`src/rtl/egru_pkg.sv`:
```
package egru_pkg;

    localparam int HIDDEN_MAX  = 64;
    localparam int IDX_W       = 6;
    localparam int DATA_W      = 16;
    localparam int SIZE_W      = 7;
    localparam int SEL_W       = 4;
    localparam int PARAM_COUNT = 9;

    typedef enum logic [1:0] {
        ACT_STEP  = 2'd0,
        ACT_WRITE = 2'd1,
        ACT_CLEAR = 2'd2,
        ACT_NONE  = 2'd3
    } action_t;

    localparam logic [SEL_W-1:0] SEL_WIR = 4'd0;
    localparam logic [SEL_W-1:0] SEL_WIZ = 4'd1;
    localparam logic [SEL_W-1:0] SEL_WIN = 4'd2;
    localparam logic [SEL_W-1:0] SEL_WHR = 4'd3;
    localparam logic [SEL_W-1:0] SEL_WHZ = 4'd4;
    localparam logic [SEL_W-1:0] SEL_WHN = 4'd5;
    localparam logic [SEL_W-1:0] SEL_BR  = 4'd6;
    localparam logic [SEL_W-1:0] SEL_BZ  = 4'd7;
    localparam logic [SEL_W-1:0] SEL_BN  = 4'd8;

    typedef logic [PARAM_COUNT-1:0][DATA_W-1:0] param_vec_t;

    typedef struct packed {
        logic              en;
        logic [IDX_W-1:0]  addr;
        logic [DATA_W-1:0] data;
    } hid_wr_t;

    typedef struct packed {
        logic ready;
        logic busy;
        logic hit;
    } pipe_status_t;

    // piecewise sigmoid, signed q13.12 in, 0..4096 out
    function automatic logic [12:0] sig_q(input logic signed [24:0] a);
        logic [24:0] m;
        logic [12:0] y;
        m = a[24] ? 25'(-a) : 25'(a);
        if (m >= 25'd20480) begin
            y = 13'd4096;
        end else if (m >= 25'd9728) begin
            y = 13'(m >> 5) + 13'd3456;
        end else if (m >= 25'd4096) begin
            y = 13'(m >> 3) + 13'd2560;
        end else begin
            y = 13'(m >> 2) + 13'd2048;
        end
        return a[24] ? 13'd4096 - y : y;
    endfunction

endpackage

```
`src/rtl/egru_hidden_mem.sv`:
```
module egru_hidden_mem (
    input  logic                        aclk,
    input  logic                        aresetn,
    input  logic                        clear,
    input  egru_pkg::hid_wr_t           wr,
    input  logic                        rd_en,
    input  logic [egru_pkg::IDX_W-1:0]  rd_addr,
    output logic [egru_pkg::DATA_W-1:0] rd_data
);

    logic [egru_pkg::DATA_W-1:0]     mem [egru_pkg::HIDDEN_MAX];
    logic [egru_pkg::HIDDEN_MAX-1:0] valid_reg;
    logic [egru_pkg::DATA_W-1:0]     rd_data_reg;
    logic                            rd_valid_reg;

    always_ff @(posedge aclk) begin
        if (wr.en) begin
            mem[wr.addr] <= wr.data;
        end
        if (rd_en) begin
            rd_data_reg <= mem[rd_addr];
        end
    end

    always_ff @(posedge aclk) begin
        if (!aresetn) begin
            valid_reg    <= '0;
            rd_valid_reg <= 1'b0;
        end else begin
            if (clear) begin
                valid_reg <= '0;
            end else if (wr.en) begin
                valid_reg[wr.addr] <= 1'b1;
            end
            if (rd_en) begin
                rd_valid_reg <= valid_reg[rd_addr];
            end
        end
    end

    assign rd_data = rd_valid_reg ? rd_data_reg : '0;

endmodule

```
`config.mk`:
```
export PLATFORM = sky130hd
export DESIGN_NAME = egru_hidden_mem
export DESIGN_NICKNAME = d
export VERILOG_FILES = /design/src/rtl/egru_pkg.sv /design/src/rtl/egru_hidden_mem.sv
export SDC_FILE = /design/constraint.sdc
export NUM_CORES = 1
export LEC_CHECK = 0
export BUFFER_PORTS_ARGS = -buffer_cell sky130_fd_sc_hd__buf_4
export CAP_MARGIN = 20
export CORE_ASPECT_RATIO = 0.75
export CORE_MARGIN = 4
export CORE_UTILIZATION = 60
export CTS_BUF_LIST = sky130_fd_sc_hd__clkbuf_4
export DETAILED_ROUTE_END_ITERATION = 6
export PLACE_DENSITY = 0.76
export SLEW_MARGIN = 10
export SYNTH_ARGS = -nofsm -noshare
export SYNTH_HDL_FRONTEND = slang
export SYNTH_SLANG_ARGS = --single-unit
```
`constraint.sdc`:
```
create_clock -name aclk -period 4.1 [get_ports aclk]
set_input_delay 0.82 -clock aclk [delete_from_list [all_inputs] [get_ports aclk]]
set_output_delay 0.82 -clock aclk [all_outputs]
set_load 0.01 [all_outputs]
```
# Word-level counts from Yosys, hierarchy flattened
# Memories as Yosys holds them, arrays and structs flattened. A register that Yosys moved wholly into a read port is not among the register bits.
# Cells that the tools add are included.
[word_totals]
output_inout_bits = 16
register_bits = 65
ram_bits = 1024
n_memories = 1
[classes]
bitwise = 2
order_cmp = 3
n_reduce_logical = 2
n_mux = 7
[memory_table]
columns = ["name", "words", "width", "read_ports", "rd_ports_with_merged_regs", "write_ports", "line", "rtl"]
rows = [
  ["mem", 64, 16, 1, 1, 1, "egru_hidden_mem.sv:11", "logic [egru_pkg::DATA_W-1:0] mem [egru_pkg::HIDDEN_MAX];"],
]
[op_table]
columns = ["operator", "n"]
rows = [
  ["64-bit OR", 1],
  ["16-bit two-way mux", 1],
  ["6-bit by 7-bit < comparator with 1-bit output, second input constant", 2],
  ["1-bit binary-select mux with 6-bit select", 1],
  ["1-bit demux with 6-bit select", 1],
  ["6-bit by 1-bit greater-or-equal comparator with 1-bit output, second input constant", 1],
  ["1-bit two-way mux", 4],
  ["2-bit OR reduction", 1],
  ["1-bit logical AND", 1],
  ["1-bit inverter", 1],
]

# Logic depth before layout (Yosys ltp)
[depth]
ltp_word = 5
ltp_mapped = 9
depth_no_buf = 5

# Least setup slack after synthesis
# Ideal clock, no wire load.
[synth_timing]
path_kind = "input to register"
start = "input rd_addr[1] (netlist name)"
end = "register rd_data_reg[0] (netlist name) (read register of mem) (data pin)"
stages = 6
arrival_time_ns = 2.909
n_path_buf = 3
setup_slack_ns = 0.919
path_cell_list = "clkbuf_1 > clkbuf_1 > clkbuf_1 > mux4_2 > mux4_2 > mux4_2"
[synth_lines]
columns = ["item", "line", "rtl"]
rows = [
  ["from (decl)", "egru_hidden_mem.sv:7", "input logic [egru_pkg::IDX_W-1:0] rd_addr,"],
  ["to (decl)", "egru_hidden_mem.sv:13", "logic [egru_pkg::DATA_W-1:0] rd_data_reg;"],
]

# Worst setup path in the final report
[layout_timing]
start = "register rd_valid_reg"
end = "output rd_data[3] (netlist name)"
[layout_via]
elab_chain_len = 1
[layout_rtl]
columns = ["item", "line", "rtl"]
rows = [
  ["from (decl)", "egru_hidden_mem.sv:14", "logic rd_valid_reg;"],
  ["from (signal assigned)", "egru_hidden_mem.sv:36", "rd_valid_reg <= valid_reg[rd_addr];"],
  ["16-bit two-way mux", "egru_hidden_mem.sv:41", "assign rd_data = rd_valid_reg ? rd_data_reg : '0;"],
  ["to (decl)", "egru_hidden_mem.sv:8", "output logic [egru_pkg::DATA_W-1:0] rd_data"],
]
# No other way between the ends.

==> results_dict.tcl <==
set metrics [dict create \
    rsz0062_at_grt "false" \
    fill_cells 4210 \
    r2r_slack_ps 1700 \
    synth_area_sq_um 42200 \
    endpoint_kind "output port" \
    core_area_sq_um 69100 \
    largest_reg_flops 1024 \
    postSynthCellCount 1787 \
    place_ws_ps 297 \
    wl_per_cell_um 31.6 \
    worstMarginPinSlew_ps 1020 \
    status "finished, final reports clean" \
    cts_hold_buffers 1 \
    synth.net_count 1820 \
    die_y_um 238 \
    ys_ff_latch 1105 \
    start_util_pct 61.0 \
    crit_path_top_delay_cell "dfxtp_1" \
    peakVddDrop_mv 0.326 \
    p_leak_nw 15.3 \
    crit_start "rd_valid_reg" \
    gp_congestion 0.849 \
    cts-root-buf "clkbuf_4" \
    cts_tree "built" \
    grt_antenna_before_repair 13 \
    crit_family "flip-flops" \
    seq_area_frac_synth_pct 77.2 \
    die_w_um 314 \
    layout_setup_ws_ps 1250 \
    cts.sinks 1105 \
    cp.arrival_ps 2030 \
    grt_pass1_vias 21300 \
    cts_resized 0 \
    r2r_end "rd_data_reg[5]" \
    grt_max_degree 65 \
    whs_ps 142 \
    layout-drive-gt1-share_pct 41.8 \
    antenna_left 0 \
    path_depth 2 \
    reg2reg_depth 5 \
    placed_cell_area_sq_um 44400 \
    clk_latency_ps 1080 \
    final_nets 2118 \
    vias 21100 \
    routed_via_density 6.55 \
    crit_path_max_incr_delay_ps 620 \
    port_buffers 48 \
    clkTransAtPathRegs_ps 80 \
    drc 0 \
    total_power_w 0.0219 \
    ios 49 \
    dr.pass1.iters 6 \
    track_usage_pct 28.2 \
    ys_warn_count 0 \
    worst_ep_required_time_ps 3280 \
    hpwl_um 57500 \
    drt_iter0_drc 2976 \
    min_path_type "in2reg" \
    drv_cap 0 \
    overflow 0 \
    timing.final.hold_violations 0 \
    final_area_sq_um 47500 \
    slew_headroom_pct 31.5 \
    critPathKind "reg2out" \
    r2r_start "mem[43][5]" \
    post_cts_buffers 0 \
    drv_slew 0 \
    htreeDepth 4 \
    grt_pass1_wl_um 148000 \
    drt-total-wl_um 102000 \
    num_rows 83 \
    cp-endpoint "rd_data[3]" \
    ys_types 31 \
    fmax_mhz 351 \
    cp_num_buf_inv 1 \
    cts-buffers-inserted 236 \
    fin_crit_ps 2850 \
    synth_area_per_cell_sq_um 23.6 \
    die_area_sq_um 74600 \
    period_share_pct 69.5 \
    crit_chain "and2_1 > buf_4" \
    cp-start-kind "flop" \
    fin_skew_ps 44.3 \
    cts_max_path_buffers 3 \
    fin_tns_setup_ps 0 \
    p_per_area_nw_per_um2 461 \
    setup_violations 0 \
    area_delta_synth_final_pct 12.7 \
    critPathMaxFanout 17 \
]
-- metal layers --
metal | vias up | wire (um) | global-route usage [%]
li1 | 8387 | - | -
met3 | 150 | 15000 | 10.2
met2 | 1519 | 47000 | 40.4
met5 | - | 71 | 0
met1 | 11100 | 37900 | 41.8
met4 | 10 | 2150 | 8.10
-- worst min path at each step --
stage / from / endpoint / slack, ps / cells past startpoint
finish: clear / valid_reg[12] / 140 / 3
global route: clear / valid_reg[13] / 90 / 3
CTS: clear / valid_reg[8] / 50 / 3
detailed placement: valid_reg[37] / valid_reg[37] / 450 / 1
global placement: valid_reg[4] / valid_reg[4] / 440 / 1
floorplan: valid_reg[37] / valid_reg[37] / 440 / 1
-- area by class of cell --
cell class / count / area, sq um / area share (%)
sequential: 1105 / 32500 / 68.5
multi-input combinational: 585 / 9320 / 19.6
clock buffer: 384 / 2880 / 6.07
timing repair buffer: 157 / 1390 / 2.92
tap: 935 / 1170 / 2.46
clock inverter: 53 / 200 / 0.421
antenna: 8 / 20.0 / 0.0421
-- placed cells by master (no fill, tap or decap), types with 8 or more instances in the layout --
| master | Yosys | routed |
|---|---|---|
| nand2_1 | 15 | 15 |
| inv_2 | 0 | 9 |
| clkinv_1 | 0 | 43 |
| clkbuf_4 | 0 | 384 |
| dfxtp_1 | 65 | 65 |
| mux2_2 | 13 | 13 |
| nor2_1 | 64 | 16 |
| nor2_2 | 0 | 46 |
| diode_2 | 0 | 8 |
| o21ai_0 | 12 | 12 |
| edfxtp_1 | 1040 | 1040 |
| buf_12 | 0 | 15 |
| nand3_1 | 9 | 9 |
| mux2i_1 | 13 | 13 |
| buf_4 | 11 | 138 |
| o21a_1 | 64 | 64 |
| mux4_2 | 339 | 339 |
| and2_1 | 17 | 17 |
-- through the flow --
stage,instances,utilization (%)
global placement,2781,64.3
floorplan,1787,-
CTS,3219,68.8
global route,3223,68.8
finish,3227,68.8
detailed placement,2781,64.3
-- Yosys cell counts (all sizes together) --
master	n	area, sq um
o22ai	2	12.5
nor3	5	25.0
nor2	64	240
nand2b	5	31.3
o21ai	12	60.1
mux2	13	146
clkbuf	55	206
a22o	2	17.5
o2111ai	1	8.76
a21boi	1	7.51
edfxtp	1040	31200
dfxtp	65	1300
nand4	4	25.0
nand3	9	45.0
mux4	339	7630
mux2i	13	130
and2	17	106
nand3b	3	22.5
nand2	15	56.3
and3b	1	8.76
o21a	64	480
or4	1	7.51
a22oi	2	15.0
or3	2	12.5
o2111a	1	11.3
buf	42	248
a41o	1	10.0
nor2b	8	50.1
-- power by group --
group,switching (W),internal [W]
registers,0.0000417,0.0124
logic,0.000689,0.000476
clock network,0.00407,0.00421
-- worst reg2reg max path: stages (launching register included) --
cell      delay [ps]
edfxtp_1         370
mux4_2           490
mux4_2           600
mux2_2           360
nand2_1           90
o21ai_0          200
-- cells by family after synthesis --
logic type | count (synthesis) | share of synthesized area, %
AO/OA/AOI/OAI | 86 | 1.48
flip-flops | 1105 | 77.2
buffers and inverters | 97 | 1.08
AND/OR/NAND/NOR | 134 | 1.50
multiplexers | 365 | 18.8
No activity file was read; power rests on OpenSTA's default activity.
